## src/hdl/agbkf_pkg.sv

```systemverilog
`timescale 1ns / 1ps
// ----------------------------------------------------------------------------
// agbkf_pkg: shared types and constants for the tilt Kalman filter
// Holds the fixed word widths, register indexes, the micro-op encoding and
// the short program that the sequencer steps through for every sample.
// ----------------------------------------------------------------------------
package agbkf_pkg;

  localparam int DATA_W    = 32;
  localparam int CFG_W     = 21;
  localparam int CFG_IDX_W = 4;
  localparam int STEP_W    = 5;
  localparam int NUM_STEPS = 29;

  localparam logic [STEP_W-1:0] LAST_STEP = STEP_W'(NUM_STEPS - 1);

  // Configuration register indexes.
  localparam logic [CFG_IDX_W-1:0] CFG_TIME_STEP   = 4'd0;
  localparam logic [CFG_IDX_W-1:0] CFG_ANGLE_NOISE = 4'd1;
  localparam logic [CFG_IDX_W-1:0] CFG_BIAS_NOISE  = 4'd2;
  localparam logic [CFG_IDX_W-1:0] CFG_MEAS_NOISE  = 4'd3;

  // Configuration reset values.
  localparam logic [CFG_W-1:0] RST_TIME_STEP   = 21'd4194;
  localparam logic [CFG_W-1:0] RST_ANGLE_NOISE = 21'd1049;
  localparam logic [CFG_W-1:0] RST_BIAS_NOISE  = 21'd3146;
  localparam logic [CFG_W-1:0] RST_MEAS_NOISE  = 21'd31457;

  typedef logic signed [DATA_W-1:0] word_t;

  localparam word_t WORD_MAX = {1'b0, {(DATA_W-1){1'b1}}};
  localparam word_t WORD_MIN = {1'b1, {(DATA_W-1){1'b0}}};

  typedef enum logic [1:0] {
    OP_ADD,
    OP_SUB,
    OP_MUL,
    OP_DIV
  } alu_op_t;

  // Operand and destination codes of the shared unit.
  typedef enum logic [4:0] {
    OPD_ANGLE,
    OPD_BIAS,
    OPD_AA,
    OPD_AB,
    OPD_BA,
    OPD_BB,
    OPD_T,
    OPD_D,
    OPD_E,
    OPD_S,
    OPD_K0,
    OPD_K1,
    OPD_Y,
    OPD_DT,
    OPD_QA,
    OPD_QB,
    OPD_R,
    OPD_ACCEL,
    OPD_GYRO
  } opnd_t;

  typedef struct packed {
    alu_op_t op;
    opnd_t   dst;
    opnd_t   a;
    opnd_t   b;
  } uop_t;

  // Saturate a 64-bit signed value to one word.
  function automatic word_t sat_word(logic signed [2*DATA_W-1:0] v);
    word_t r;
    if ((&v[2*DATA_W-1:DATA_W-1]) || !(|v[2*DATA_W-1:DATA_W-1])) begin
      r = v[DATA_W-1:0];
    end else if (v[2*DATA_W-1]) begin
      r = WORD_MIN;
    end else begin
      r = WORD_MAX;
    end
    return r;
  endfunction

  function automatic uop_t mk(alu_op_t op, opnd_t d, opnd_t a, opnd_t b);
    uop_t u;
    u.op  = op;
    u.dst = d;
    u.a   = a;
    u.b   = b;
    return u;
  endfunction

  // Program for one sample: predict, gains, correct, covariance update.
  function automatic uop_t uop_at(logic [STEP_W-1:0] step);
    uop_t u;
    unique case (step)
      5'd0:    u = mk(OP_SUB, OPD_D,     OPD_GYRO,  OPD_BIAS);
      5'd1:    u = mk(OP_MUL, OPD_D,     OPD_DT,    OPD_D);
      5'd2:    u = mk(OP_ADD, OPD_ANGLE, OPD_ANGLE, OPD_D);
      5'd3:    u = mk(OP_MUL, OPD_T,     OPD_DT,    OPD_BB);
      5'd4:    u = mk(OP_SUB, OPD_D,     OPD_T,     OPD_AB);
      5'd5:    u = mk(OP_SUB, OPD_D,     OPD_D,     OPD_BA);
      5'd6:    u = mk(OP_ADD, OPD_D,     OPD_D,     OPD_QA);
      5'd7:    u = mk(OP_MUL, OPD_D,     OPD_DT,    OPD_D);
      5'd8:    u = mk(OP_ADD, OPD_AA,    OPD_AA,    OPD_D);
      5'd9:    u = mk(OP_SUB, OPD_AB,    OPD_AB,    OPD_T);
      5'd10:   u = mk(OP_SUB, OPD_BA,    OPD_BA,    OPD_T);
      5'd11:   u = mk(OP_MUL, OPD_D,     OPD_QB,    OPD_DT);
      5'd12:   u = mk(OP_ADD, OPD_BB,    OPD_BB,    OPD_D);
      5'd13:   u = mk(OP_ADD, OPD_S,     OPD_AA,    OPD_R);
      5'd14:   u = mk(OP_DIV, OPD_K0,    OPD_AA,    OPD_S);
      5'd15:   u = mk(OP_DIV, OPD_K1,    OPD_BA,    OPD_S);
      5'd16:   u = mk(OP_SUB, OPD_Y,     OPD_ACCEL, OPD_ANGLE);
      5'd17:   u = mk(OP_MUL, OPD_D,     OPD_K0,    OPD_Y);
      5'd18:   u = mk(OP_ADD, OPD_ANGLE, OPD_ANGLE, OPD_D);
      5'd19:   u = mk(OP_MUL, OPD_D,     OPD_K1,    OPD_Y);
      5'd20:   u = mk(OP_ADD, OPD_BIAS,  OPD_BIAS,  OPD_D);
      5'd21:   u = mk(OP_MUL, OPD_D,     OPD_K0,    OPD_AA);
      5'd22:   u = mk(OP_MUL, OPD_E,     OPD_K1,    OPD_AA);
      5'd23:   u = mk(OP_SUB, OPD_AA,    OPD_AA,    OPD_D);
      5'd24:   u = mk(OP_SUB, OPD_BA,    OPD_BA,    OPD_E);
      5'd25:   u = mk(OP_MUL, OPD_D,     OPD_K0,    OPD_AB);
      5'd26:   u = mk(OP_MUL, OPD_E,     OPD_K1,    OPD_AB);
      5'd27:   u = mk(OP_SUB, OPD_AB,    OPD_AB,    OPD_D);
      5'd28:   u = mk(OP_SUB, OPD_BB,    OPD_BB,    OPD_E);
      default: u = mk(OP_ADD, OPD_D,     OPD_D,     OPD_D);
    endcase
    return u;
  endfunction

endpackage

```

## src/hdl/agbkf_in_if.sv

```systemverilog
`timescale 1ns / 1ps
// ----------------------------------------------------------------------------
// agbkf_in_if: sample channel
// Carries one accelerometer angle and one gyro rate per beat.
// ----------------------------------------------------------------------------
interface agbkf_in_if;
  import agbkf_pkg::*;

  logic  valid;
  logic  ready;
  word_t accel_angle;
  word_t gyro_rate;

  modport source (output valid, output accel_angle, output gyro_rate, input ready);
  modport sink   (input valid, input accel_angle, input gyro_rate, output ready);
endinterface

```

## src/hdl/agbkf_out_if.sv

```systemverilog
`timescale 1ns / 1ps
// ----------------------------------------------------------------------------
// agbkf_out_if: estimate channel
// Carries one filtered angle per beat.
// ----------------------------------------------------------------------------
interface agbkf_out_if;
  import agbkf_pkg::*;

  logic  valid;
  logic  ready;
  word_t angle_estimate;

  modport source (output valid, output angle_estimate, input ready);
  modport sink   (input valid, input angle_estimate, output ready);
endinterface

```

## src/hdl/angle_gyro_bias_kalman_filter.sv

```systemverilog
`timescale 1ns / 1ps
// ----------------------------------------------------------------------------
// angle_gyro_bias_kalman_filter: two-state tilt Kalman filter
// Fuses an accelerometer angle with a gyro rate, tracks the gyro bias and
// returns the filtered angle, with one shared saturating add/multiply unit
// and a serial divider under a micro-op sequencer.
// ----------------------------------------------------------------------------
//
//  Channel    Dir  Beat contents                      Handshake
//  ---------  ---  ---------------------------------  -------------------
//  sample     in   accel_angle, gyro_rate             valid / ready
//  estimate   out  angle_estimate                     valid / ready
//  cfg        in   cfg_index, cfg_data                cfg_we, no stall
//
//  Each sample runs a program of 27 micro-ops on the shared add/multiply
//  unit and two gain divisions, each set by the 32 iterations of the serial
//  divider, then loads the output register and returns to idle. A division
//  whose quotient overflows a word ends without iterating, and one whose
//  innovation covariance is not positive writes a zero gain without starting
//  the divider. sample.ready is high only while the sequencer is idle. The
//  result sits in an output register; a stalled estimate holds the next result
//  at the end of its program. Reset clears the state and covariance and loads
//  the default configuration.
// ----------------------------------------------------------------------------
module angle_gyro_bias_kalman_filter #(
  parameter int FRAC_BITS = 20
) (
  input  logic                            clk,
  input  logic                            rst,
  agbkf_in_if.sink                        sample,
  agbkf_out_if.source                     estimate,
  input  logic                            cfg_we,
  input  logic [agbkf_pkg::CFG_IDX_W-1:0] cfg_index,
  input  logic [agbkf_pkg::CFG_W-1:0]     cfg_data
);
  import agbkf_pkg::*;

  typedef enum logic [3:0] {
    ST_IDLE = 4'b0001,
    ST_RUN  = 4'b0010,
    ST_DIV  = 4'b0100,
    ST_DONE = 4'b1000
  } state_t;

  state_t              state;
  logic [STEP_W-1:0]   step;

  // Configuration registers.
  logic [CFG_W-1:0]    time_step;
  logic [CFG_W-1:0]    angle_process_noise;
  logic [CFG_W-1:0]    bias_process_noise;
  logic [CFG_W-1:0]    measurement_noise;

  // Filter state and scratch registers.
  word_t angle_state, bias_state, cov_aa, cov_ab, cov_ba, cov_bb;
  word_t t_reg, d_reg, e_reg, s_reg, k0_reg, k1_reg, y_reg;
  word_t accel_reg, gyro_reg;

  logic                out_valid;
  word_t               out_angle;

  uop_t                uop;
  word_t               opa;
  word_t               opb;
  logic signed [2*DATA_W-1:0] opa_x;
  logic signed [2*DATA_W-1:0] opb_x;
  logic signed [2*DATA_W-1:0] prod;
  logic signed [2*DATA_W-1:0] prod_sh;
  word_t               res;
  logic                s_pos;
  logic                wr_en;
  logic                div_start;
  logic                div_done;
  word_t               div_quot;
  logic                out_load;

  assign sample.ready            = (state == ST_IDLE);
  assign estimate.valid          = out_valid;
  assign estimate.angle_estimate = out_angle;

  assign uop = uop_at(step);

  // Operand selection for the shared unit.
  function automatic word_t pick(opnd_t code, word_t ang, word_t bia, word_t aa,
                                 word_t ab, word_t ba, word_t bb, word_t t,
                                 word_t d, word_t e, word_t s, word_t k0,
                                 word_t k1, word_t y, word_t acc, word_t gyr,
                                 logic [CFG_W-1:0] dt, logic [CFG_W-1:0] qa,
                                 logic [CFG_W-1:0] qb, logic [CFG_W-1:0] r);
    word_t v;
    unique case (code)
      OPD_ANGLE: v = ang;
      OPD_BIAS:  v = bia;
      OPD_AA:    v = aa;
      OPD_AB:    v = ab;
      OPD_BA:    v = ba;
      OPD_BB:    v = bb;
      OPD_T:     v = t;
      OPD_D:     v = d;
      OPD_E:     v = e;
      OPD_S:     v = s;
      OPD_K0:    v = k0;
      OPD_K1:    v = k1;
      OPD_Y:     v = y;
      OPD_DT:    v = word_t'({{(DATA_W-CFG_W){1'b0}}, dt});
      OPD_QA:    v = word_t'({{(DATA_W-CFG_W){1'b0}}, qa});
      OPD_QB:    v = word_t'({{(DATA_W-CFG_W){1'b0}}, qb});
      OPD_R:     v = word_t'({{(DATA_W-CFG_W){1'b0}}, r});
      OPD_ACCEL: v = acc;
      OPD_GYRO:  v = gyr;
      default:   v = '0;
    endcase
    return v;
  endfunction

  always_comb begin
    opa = pick(uop.a, angle_state, bias_state, cov_aa, cov_ab, cov_ba, cov_bb,
               t_reg, d_reg, e_reg, s_reg, k0_reg, k1_reg, y_reg, accel_reg,
               gyro_reg, time_step, angle_process_noise, bias_process_noise,
               measurement_noise);
    opb = pick(uop.b, angle_state, bias_state, cov_aa, cov_ab, cov_ba, cov_bb,
               t_reg, d_reg, e_reg, s_reg, k0_reg, k1_reg, y_reg, accel_reg,
               gyro_reg, time_step, angle_process_noise, bias_process_noise,
               measurement_noise);
  end

  // Shared unit: saturating add, subtract, floor-shifted multiply, quotient.
  always_comb begin
    opa_x   = opa;
    opb_x   = opb;
    prod    = opa_x * opb_x;
    prod_sh = prod >>> FRAC_BITS;
    s_pos   = (opb > 0);
    case (uop.op)
      OP_ADD:  res = sat_word(opa_x + opb_x);
      OP_SUB:  res = sat_word(opa_x - opb_x);
      OP_MUL:  res = sat_word(prod_sh);
      default: res = (state == ST_DIV) ? div_quot : '0;
    endcase
  end

  // A divide with a non-positive innovation covariance writes a zero gain.
  always_comb begin
    div_start = (state == ST_RUN) && (uop.op == OP_DIV) && s_pos;
    wr_en     = ((state == ST_RUN) && !div_start) || ((state == ST_DIV) && div_done);
    out_load  = (state == ST_DONE) && (!out_valid || estimate.ready);
  end

  agbkf_div #(
    .FRAC_BITS (FRAC_BITS)
  ) u_div (
    .clk   (clk),
    .rst   (rst),
    .start (div_start),
    .numer (opa),
    .denom (opb),
    .done  (div_done),
    .quot  (div_quot)
  );

  // Sequencer.
  always_ff @(posedge clk) begin
    if (rst) begin
      state <= ST_IDLE;
      step  <= '0;
    end else begin
      unique case (state)
        ST_IDLE: begin
          if (sample.valid) begin
            state <= ST_RUN;
            step  <= '0;
          end
        end
        ST_RUN, ST_DIV: begin
          if (div_start) begin
            state <= ST_DIV;
          end else if (wr_en) begin
            if (step == LAST_STEP) begin
              state <= ST_DONE;
            end else begin
              state <= ST_RUN;
              step  <= step + STEP_W'(1);
            end
          end
        end
        ST_DONE: begin
          if (out_load) begin
            state <= ST_IDLE;
          end
        end
        default: state <= ST_IDLE;
      endcase
    end
  end

  // Output register.
  always_ff @(posedge clk) begin
    if (rst) begin
      out_valid <= 1'b0;
    end else if (out_load) begin
      out_valid <= 1'b1;
    end else if (estimate.ready) begin
      out_valid <= 1'b0;
    end
  end

  always_ff @(posedge clk) begin
    if (out_load) begin
      out_angle <= angle_state;
    end
  end

  // Configuration writes; unknown indexes are dropped.
  always_ff @(posedge clk) begin
    if (rst) begin
      time_step           <= RST_TIME_STEP;
      angle_process_noise <= RST_ANGLE_NOISE;
      bias_process_noise  <= RST_BIAS_NOISE;
      measurement_noise   <= RST_MEAS_NOISE;
    end else if (cfg_we) begin
      unique case (cfg_index)
        CFG_TIME_STEP:   time_step           <= cfg_data;
        CFG_ANGLE_NOISE: angle_process_noise <= cfg_data;
        CFG_BIAS_NOISE:  bias_process_noise  <= cfg_data;
        CFG_MEAS_NOISE:  measurement_noise   <= cfg_data;
        default: ;
      endcase
    end
  end

  // Filter state write-back.
  always_ff @(posedge clk) begin
    if (rst) begin
      angle_state <= '0;
      bias_state  <= '0;
      cov_aa      <= '0;
      cov_ab      <= '0;
      cov_ba      <= '0;
      cov_bb      <= '0;
    end else if (wr_en) begin
      case (uop.dst)
        OPD_ANGLE: angle_state <= res;
        OPD_BIAS:  bias_state  <= res;
        OPD_AA:    cov_aa      <= res;
        OPD_AB:    cov_ab      <= res;
        OPD_BA:    cov_ba      <= res;
        OPD_BB:    cov_bb      <= res;
        default: ;
      endcase
    end
  end

  // Scratch write-back and sample capture.
  always_ff @(posedge clk) begin
    if (sample.valid && sample.ready) begin
      accel_reg <= sample.accel_angle;
      gyro_reg  <= sample.gyro_rate;
    end
    if (wr_en) begin
      case (uop.dst)
        OPD_T:   t_reg  <= res;
        OPD_D:   d_reg  <= res;
        OPD_E:   e_reg  <= res;
        OPD_S:   s_reg  <= res;
        OPD_K0:  k0_reg <= res;
        OPD_K1:  k1_reg <= res;
        OPD_Y:   y_reg  <= res;
        default: ;
      endcase
    end
  end

endmodule

```

## src/hdl/agbkf_div.sv

```systemverilog
`timescale 1ns / 1ps
// ----------------------------------------------------------------------------
// agbkf_div: serial fixed-point divider
// Computes (numer * 2^FRAC_BITS) / denom, truncated toward zero and
// saturated to one word, one quotient bit per cycle. denom must be positive.
// ----------------------------------------------------------------------------
module agbkf_div #(
  parameter int FRAC_BITS = 20
) (
  input  logic               clk,
  input  logic               rst,
  input  logic               start,
  input  agbkf_pkg::word_t   numer,
  input  agbkf_pkg::word_t   denom,
  output logic               done,
  output agbkf_pkg::word_t   quot
);
  import agbkf_pkg::*;

  logic                  busy;
  logic [4:0]            cnt;
  logic [DATA_W-1:0]     rem;
  logic [DATA_W-1:0]     low;
  logic [DATA_W-1:0]     den;
  logic                  neg;
  logic                  ovf;

  logic [DATA_W-1:0]     mag;
  logic [2*DATA_W-1:0]   num_full;
  logic                  ovf_now;
  logic [DATA_W:0]       rem_w;
  logic                  ge;
  logic [DATA_W:0]       rem_sub;

  // Magnitude of the scaled numerator; the quotient overflows a word exactly
  // when its upper half is not below the divisor.
  always_comb begin
    mag      = numer[DATA_W-1] ? DATA_W'(-numer) : DATA_W'(numer);
    num_full = {{DATA_W{1'b0}}, mag} << FRAC_BITS;
    ovf_now  = num_full[2*DATA_W-1:DATA_W] >= DATA_W'(denom);
  end

  // One restoring step per cycle.
  always_comb begin
    rem_w   = {rem, low[DATA_W-1]};
    ge      = rem_w >= {1'b0, den};
    rem_sub = rem_w - {1'b0, den};
  end

  always_ff @(posedge clk) begin
    if (rst) begin
      busy <= 1'b0;
      done <= 1'b0;
      cnt  <= '0;
    end else begin
      done <= 1'b0;
      if (start) begin
        busy <= !ovf_now;
        done <= ovf_now;
        cnt  <= '0;
      end else if (busy) begin
        cnt <= cnt + 5'd1;
        if (&cnt) begin
          busy <= 1'b0;
          done <= 1'b1;
        end
      end
    end
  end

  // Datapath registers.
  always_ff @(posedge clk) begin
    if (start) begin
      neg <= numer[DATA_W-1];
      ovf <= ovf_now;
      den <= DATA_W'(denom);
      rem <= num_full[2*DATA_W-1:DATA_W];
      low <= num_full[DATA_W-1:0];
    end else if (busy) begin
      rem <= ge ? rem_sub[DATA_W-1:0] : rem_w[DATA_W-1:0];
      low <= {low[DATA_W-2:0], ge};
    end
  end

  // Apply the sign and saturate.
  always_comb begin
    if (neg) begin
      quot = (ovf || low[DATA_W-1]) ? WORD_MIN : word_t'(-low);
    end else begin
      quot = (ovf || low[DATA_W-1]) ? WORD_MAX : word_t'(low);
    end
  end

endmodule

```

## src/flat_wrapper.sv

```systemverilog
// flat-port wrapper written by rule: the top's interface ports become plain ports
module angle_gyro_bias_kalman_filter_flat import agbkf_pkg::*;
#(
  parameter int FRAC_BITS = 20
)
  (clk, rst, cfg_we, cfg_index, cfg_data, sample_valid, sample_accel_angle, sample_gyro_rate, sample_ready, estimate_valid, estimate_angle_estimate, estimate_ready);
  agbkf_in_if sample_i ();
  agbkf_out_if estimate_i ();
  input  logic clk;
  input  logic rst;
  input  logic cfg_we;
  input  logic [agbkf_pkg::CFG_IDX_W-1:0] cfg_index;
  input  logic [agbkf_pkg::CFG_W-1:0] cfg_data;
  input wire logic [$bits(sample_i.valid)-1:0] sample_valid;
  input wire logic [$bits(sample_i.accel_angle)-1:0] sample_accel_angle;
  input wire logic [$bits(sample_i.gyro_rate)-1:0] sample_gyro_rate;
  output wire logic [$bits(sample_i.ready)-1:0] sample_ready;
  output wire logic [$bits(estimate_i.valid)-1:0] estimate_valid;
  output wire logic [$bits(estimate_i.angle_estimate)-1:0] estimate_angle_estimate;
  input wire logic [$bits(estimate_i.ready)-1:0] estimate_ready;
  assign sample_i.valid = sample_valid;
  assign sample_i.accel_angle = sample_accel_angle;
  assign sample_i.gyro_rate = sample_gyro_rate;
  assign sample_ready = sample_i.ready;
  assign estimate_valid = estimate_i.valid;
  assign estimate_angle_estimate = estimate_i.angle_estimate;
  assign estimate_i.ready = estimate_ready;
  angle_gyro_bias_kalman_filter #(.FRAC_BITS(FRAC_BITS)) u_core (.clk(clk), .rst(rst), .sample(sample_i), .estimate(estimate_i), .cfg_we(cfg_we), .cfg_index(cfg_index), .cfg_data(cfg_data));
endmodule
```

## config.mk

```make
export PLATFORM = sky130hd
export DESIGN_NAME = angle_gyro_bias_kalman_filter_flat
export DESIGN_NICKNAME = d
export VERILOG_FILES = /design/src/hdl/agbkf_pkg.sv /design/src/hdl/agbkf_in_if.sv /design/src/hdl/agbkf_out_if.sv /design/src/hdl/angle_gyro_bias_kalman_filter.sv /design/src/hdl/agbkf_div.sv /design/src/flat_wrapper.sv
export SDC_FILE = /design/constraint.sdc
export NUM_CORES = 2
export LEC_CHECK = 0
export BUFFER_PORTS_ARGS = -buffer_cell sky130_fd_sc_hd__buf_4
export CAP_MARGIN = 20
export CORE_MARGIN = 1
export CORE_UTILIZATION = 45
export DETAILED_ROUTE_END_ITERATION = 10
export RECOVER_POWER = 25
export SLEW_MARGIN = 5
export SYNTH_ARGS = -nofsm -noshare
export SYNTH_HDL_FRONTEND = slang
export SYNTH_SLANG_ARGS = --single-unit
```

## constraint.sdc

```tcl
create_clock -name clk -period 11.8 [get_ports clk]
set_clock_uncertainty 0.1 [all_clocks]
set_input_delay 2.36 -clock clk [delete_from_list [all_inputs] [get_ports clk]]
set_output_delay 2.36 -clock clk [all_outputs]
set_load 0.005 [all_outputs]
```

==> flow_summary_export.csv <==
group,metric,value,unit
routing,drcViolationCount,0,
cts,clock_latency,780,ps
worst_setup_path,endpoint_kind,"flop",
place,place_congestion,1.036,
finish,area_growth,16.07,%
worst_setup_path,worstPathArrival,11860,ps
routing,drt-met1-wl,124300,µm
floorplan,core,167000,µm²
hold_path,hold_end,"u_core.bias_process_noise[15]",
place,dpl_cell_area,84470,µm²
worst_setup_path,critPathMostFrequentCell,"fa_1",
cts,path_clk_slew,70,ps
logic_synthesis,synth-edff-count,386,
routing,wire_per_inst,29.91,µm
hold_path,hold_class,"flop to flop",
timing,setup_viol,0,
floorplan,start_util,0.4525,
routing,routed-wl-met3,34680,µm
global_route,grt_first_pass_wirelength,469800,µm
finish,fin_area,87730,µm²
global_route,grt_max_degree,180,
power_and_ir_drop,power.internal,6.013,mW
power_and_ir_drop,p_sw_frac,0.4159,
routing,drt_iter0_drc,8796,
floorplan,chipHeight,411.8,µm
global_route,grt-ovfl-total,0,
logic_synthesis,synth_cell_type_count,102,
logic_synthesis,synth-main-ff-cell,"edfxtp_1",
place,port_buffers,127,
routing,vias_per_cell,6.119,
timing,holdWs,373.4,ps
routing,firstDrtPassIters,7,
timing,timing.fmax,0.08650,GHz
logic_synthesis,synth_warnings,0,
power_and_ir_drop,seqPwrFrac,0.307,
power_and_ir_drop,comb_power_share,0.430,
power_and_ir_drop,irDropWorstVdd,0.0001263,V
place,dp_hpwl,251100,µm
worst_setup_path,reg2reg_from,"u_core.uop[8]",
timing,slew_violations,33,
global_route,grt_antenna_before_repair,13,
timing,final.period_utilization,0.9797,
routing,wl_met2,146600,µm
logic_synthesis,ys_ff_latch,727,
cts,cts_root_buf,"clkbuf_16",
worst_setup_path,slowest_delay,610,ps
worst_setup_path,regToRegSetupSlack,240,ps
routing,wl,326500,µm
timing,relSlewSlack,-0.7732,
worst_setup_path,crit_path_max_fanout,28,
worst_setup_path,r2r_end,"u_core.s_reg[0]",
finish,drive_above_1_share,0.1433,
timing,fin_crit,11560,ps
power_and_ir_drop,p_leak,38.37,nW
timing,worst_pin_slew,2660,ps
routing,num_vias,66790,
run_status,run_status,"finished with violations",
power_and_ir_drop,power_density,117.3,nW/µm²
floorplan,die-width,411.8,µm
worst_setup_path,r2r_cells,38,
global_route,track_usage,0.3849,
worst_setup_path,critical_path_class,"flop to flop",
flow_run,drv_cap,1,
logic_synthesis,seq_area_frac_synth,0.2437,
floorplan,die_area,169600,µm²
routing,highest-signal-layer,"met5",
floorplan,pin_count,128,
global_route,grt_pass1_vias,67350,
logic_synthesis,syn-num-nets,9664,
finish,final_nets,10130,
run_status,violations,"capacitance limit, slew limit",
power_and_ir_drop,pwr-share-clk,0.263,
logic_synthesis,syn-cell-area,75580,µm²
logic_synthesis,async_flop_share,0,
worst_setup_path,start_kind,"flop",
floorplan,rows,150,
cts,h-tree-depth,3,
power_and_ir_drop,p_sw,4.281,mW
cts,cts.sinks,727,
cts,cts_max_path_buffers,3,
cts,postCtsHoldBufs,0,
worst_setup_path,slowest_stage,"fa_1",
timing,grt_setup_unrepaired,"yes",
timing,timing.final.hold_violations,0,
hold_path,min-delay-start,"u_core.bias_process_noise[15]",
cts,numCtsBuffers,81,
logic_synthesis,synthCells,8175,
hold_path,hold_depth,2,
routing,final_antenna_net_count,0,
worst_setup_path,cp.required,12100,ps
logic_synthesis,syn_avg_cell_area,9.245,µm²
cts,cts_tree,"yes",
==> synth_stat cells, drive strengths merged, types with 65 or more instances <==
| cell type | n | area share |
|---|---|---|
| nor3 | 77 | 0.0054 |
| and3 | 150 | 0.012 |
| nand3 | 78 | 0.0052 |
| a211oi | 228 | 0.023 |
| fa | 1084 | 0.29 |
| inv | 1170 | 0.058 |
| a21oi | 314 | 0.021 |
| o21ai | 176 | 0.012 |
| a22oi | 382 | 0.038 |
| ha | 311 | 0.051 |
| edfxtp | 386 | 0.15 |
| clkbuf | 413 | 0.021 |
| and2 | 65 | 0.0054 |
| a21o | 79 | 0.0078 |
| dfxtp | 341 | 0.090 |
| nand2 | 880 | 0.044 |
| buf | 122 | 0.0075 |
| xnor2 | 130 | 0.015 |
| nor2 | 903 | 0.045 |
| nand4 | 68 | 0.0057 |
==> layout by cell type, fill, tap and decap left out, types with 34 or more instances in the layout <==
| cell | instances |
|---|---|
| a222oi_1 | 34 |
| xnor2_1 | 130 |
| nand2b_1 | 36 |
| buf_12 | 105 |
| edfxtp_1 | 386 |
| clkbuf_4 | 63 |
| nor2b_1 | 34 |
| a21o_1 | 79 |
| o21ai_0 | 168 |
| nor2_1 | 890 |
| inv_1 | 1160 |
| nand3_1 | 74 |
| a211oi_1 | 226 |
| a22oi_1 | 381 |
| a21oi_1 | 310 |
| xor2_1 | 34 |
| clkbuf_16 | 85 |
| mux2i_1 | 47 |
| and2_1 | 56 |
| and3_1 | 136 |
| o21bai_1 | 39 |
| nand2_1 | 877 |
| and4_1 | 54 |
| a22o_1 | 53 |
| fa_1 | 1084 |
| buf_4 | 726 |
| dfxtp_1 | 330 |
| ha_1 | 308 |
| nand4_1 | 67 |
| nor3_1 | 62 |
==> worst max-delay path by stage <==
| stage | startpoint | endpoint | slack (ps) | depth (start not counted) |
|---|---|---|---|---|
| 6_report | u_core.uop[8] | u_core.s_reg[0] | 240 | 38 |
| 5_1_grt | u_core.uop[0] | u_core.s_reg[12] | -20 | 42 |
| 4_1_cts | u_core.uop[2] | u_core.s_reg[0] | 10 | 39 |
| 3_5_place_dp | u_core.uop[5] | u_core.t_reg[0] | -530 | 40 |
| 3_3_place_gp | u_core.uop[6] | u_core.t_reg[0] | -510 | 40 |
| 2_1_floorplan | u_core.uop[6] | u_core.d_reg[10] | 10 | 39 |
==> timing repair <==
| item | CTS | global route |
|---|---|---|
| setup endpoints to repair | 403 | 403 |
| buffers inserted | 6 | 13 |
| gates cloned | 0 | 1 |
| gates resized for setup | 28 | 81 |
| pin swaps | 3 | 10 |
==> logic make-up (layout without fill, tap and decap cells) <==
logic type,after synthesis,after routing,share of synthesized area
DFF,727,727,0.2437
xor gates and xnor gates,164,164,0.01901
buffers and inverters,1720,2253,0.08685
and+or+nand+nor,2517,2517,0.1534
other,0,3,0
AOI/OAI and AO/OA,1599,1599,0.1512
muxes,53,53,0.007268
adders and majority gates,1395,1395,0.3386
==> per-stage QoR <==
stage	TNS [ps]	utilization	power (mW)	std cells	setup slack, ps
global route	-113.8	0.5252	10.54	10910	-18.44
global placement	-106310	0.5057	7.392	10740	-507.0
finish	0	0.5252	10.29	10920	239.4
detailed placement	-120050	0.5057	7.423	10740	-527.5
floorplan	0	-	5.027	8175	12.41
CTS	0	0.5231	10.14	10900	10.08
==> power groups by stage <==
| stage | registers (mW) | clock network (mW) | logic [mW] |
|---|---|---|---|
| floorplan | 3.15 | 0 | 1.88 |
| global placement | 3.21 | 0 | 4.18 |
| detailed placement | 3.21 | 0 | 4.22 |
| CTS | 3.15 | 2.74 | 4.24 |
| global route | 3.16 | 2.83 | 4.55 |
| finish | 3.16 | 2.71 | 4.42 |
==> layer usage <==
| layer | vias to the layer above | global-route usage |
|---|---|---|
| met5 | - | 0 |
| met4 | 10 | 0.1920 |
| met3 | 1004 | 0.08363 |
| met2 | 4169 | 0.6069 |
| met1 | 33370 | 0.4990 |
| li1 | 28230 | - |
==> critical path, delay by kind of cell, from the launching register on <==
family	cells	cell delay (ps)
buf+inv	11	1950
flops	1	400
fa+ha+maj	9	4470
xor+xnor	1	120
compound gates	5	950
simple gates	12	3150
==> final cells by class <==
cell class,instances,area (µm²)
Antenna cell,3,7.507
Clock buffer,105,2251
Clock inverter,46,529.3
Fill cell,15320,79310
Inverter,1185,4464
Multi-Input combinational cell,5728,51020
Sequential cell,727,18430
Tap cell,2204,2758
Timing Repair Buffer,917,8272
(Power assumes the default switching activity.)
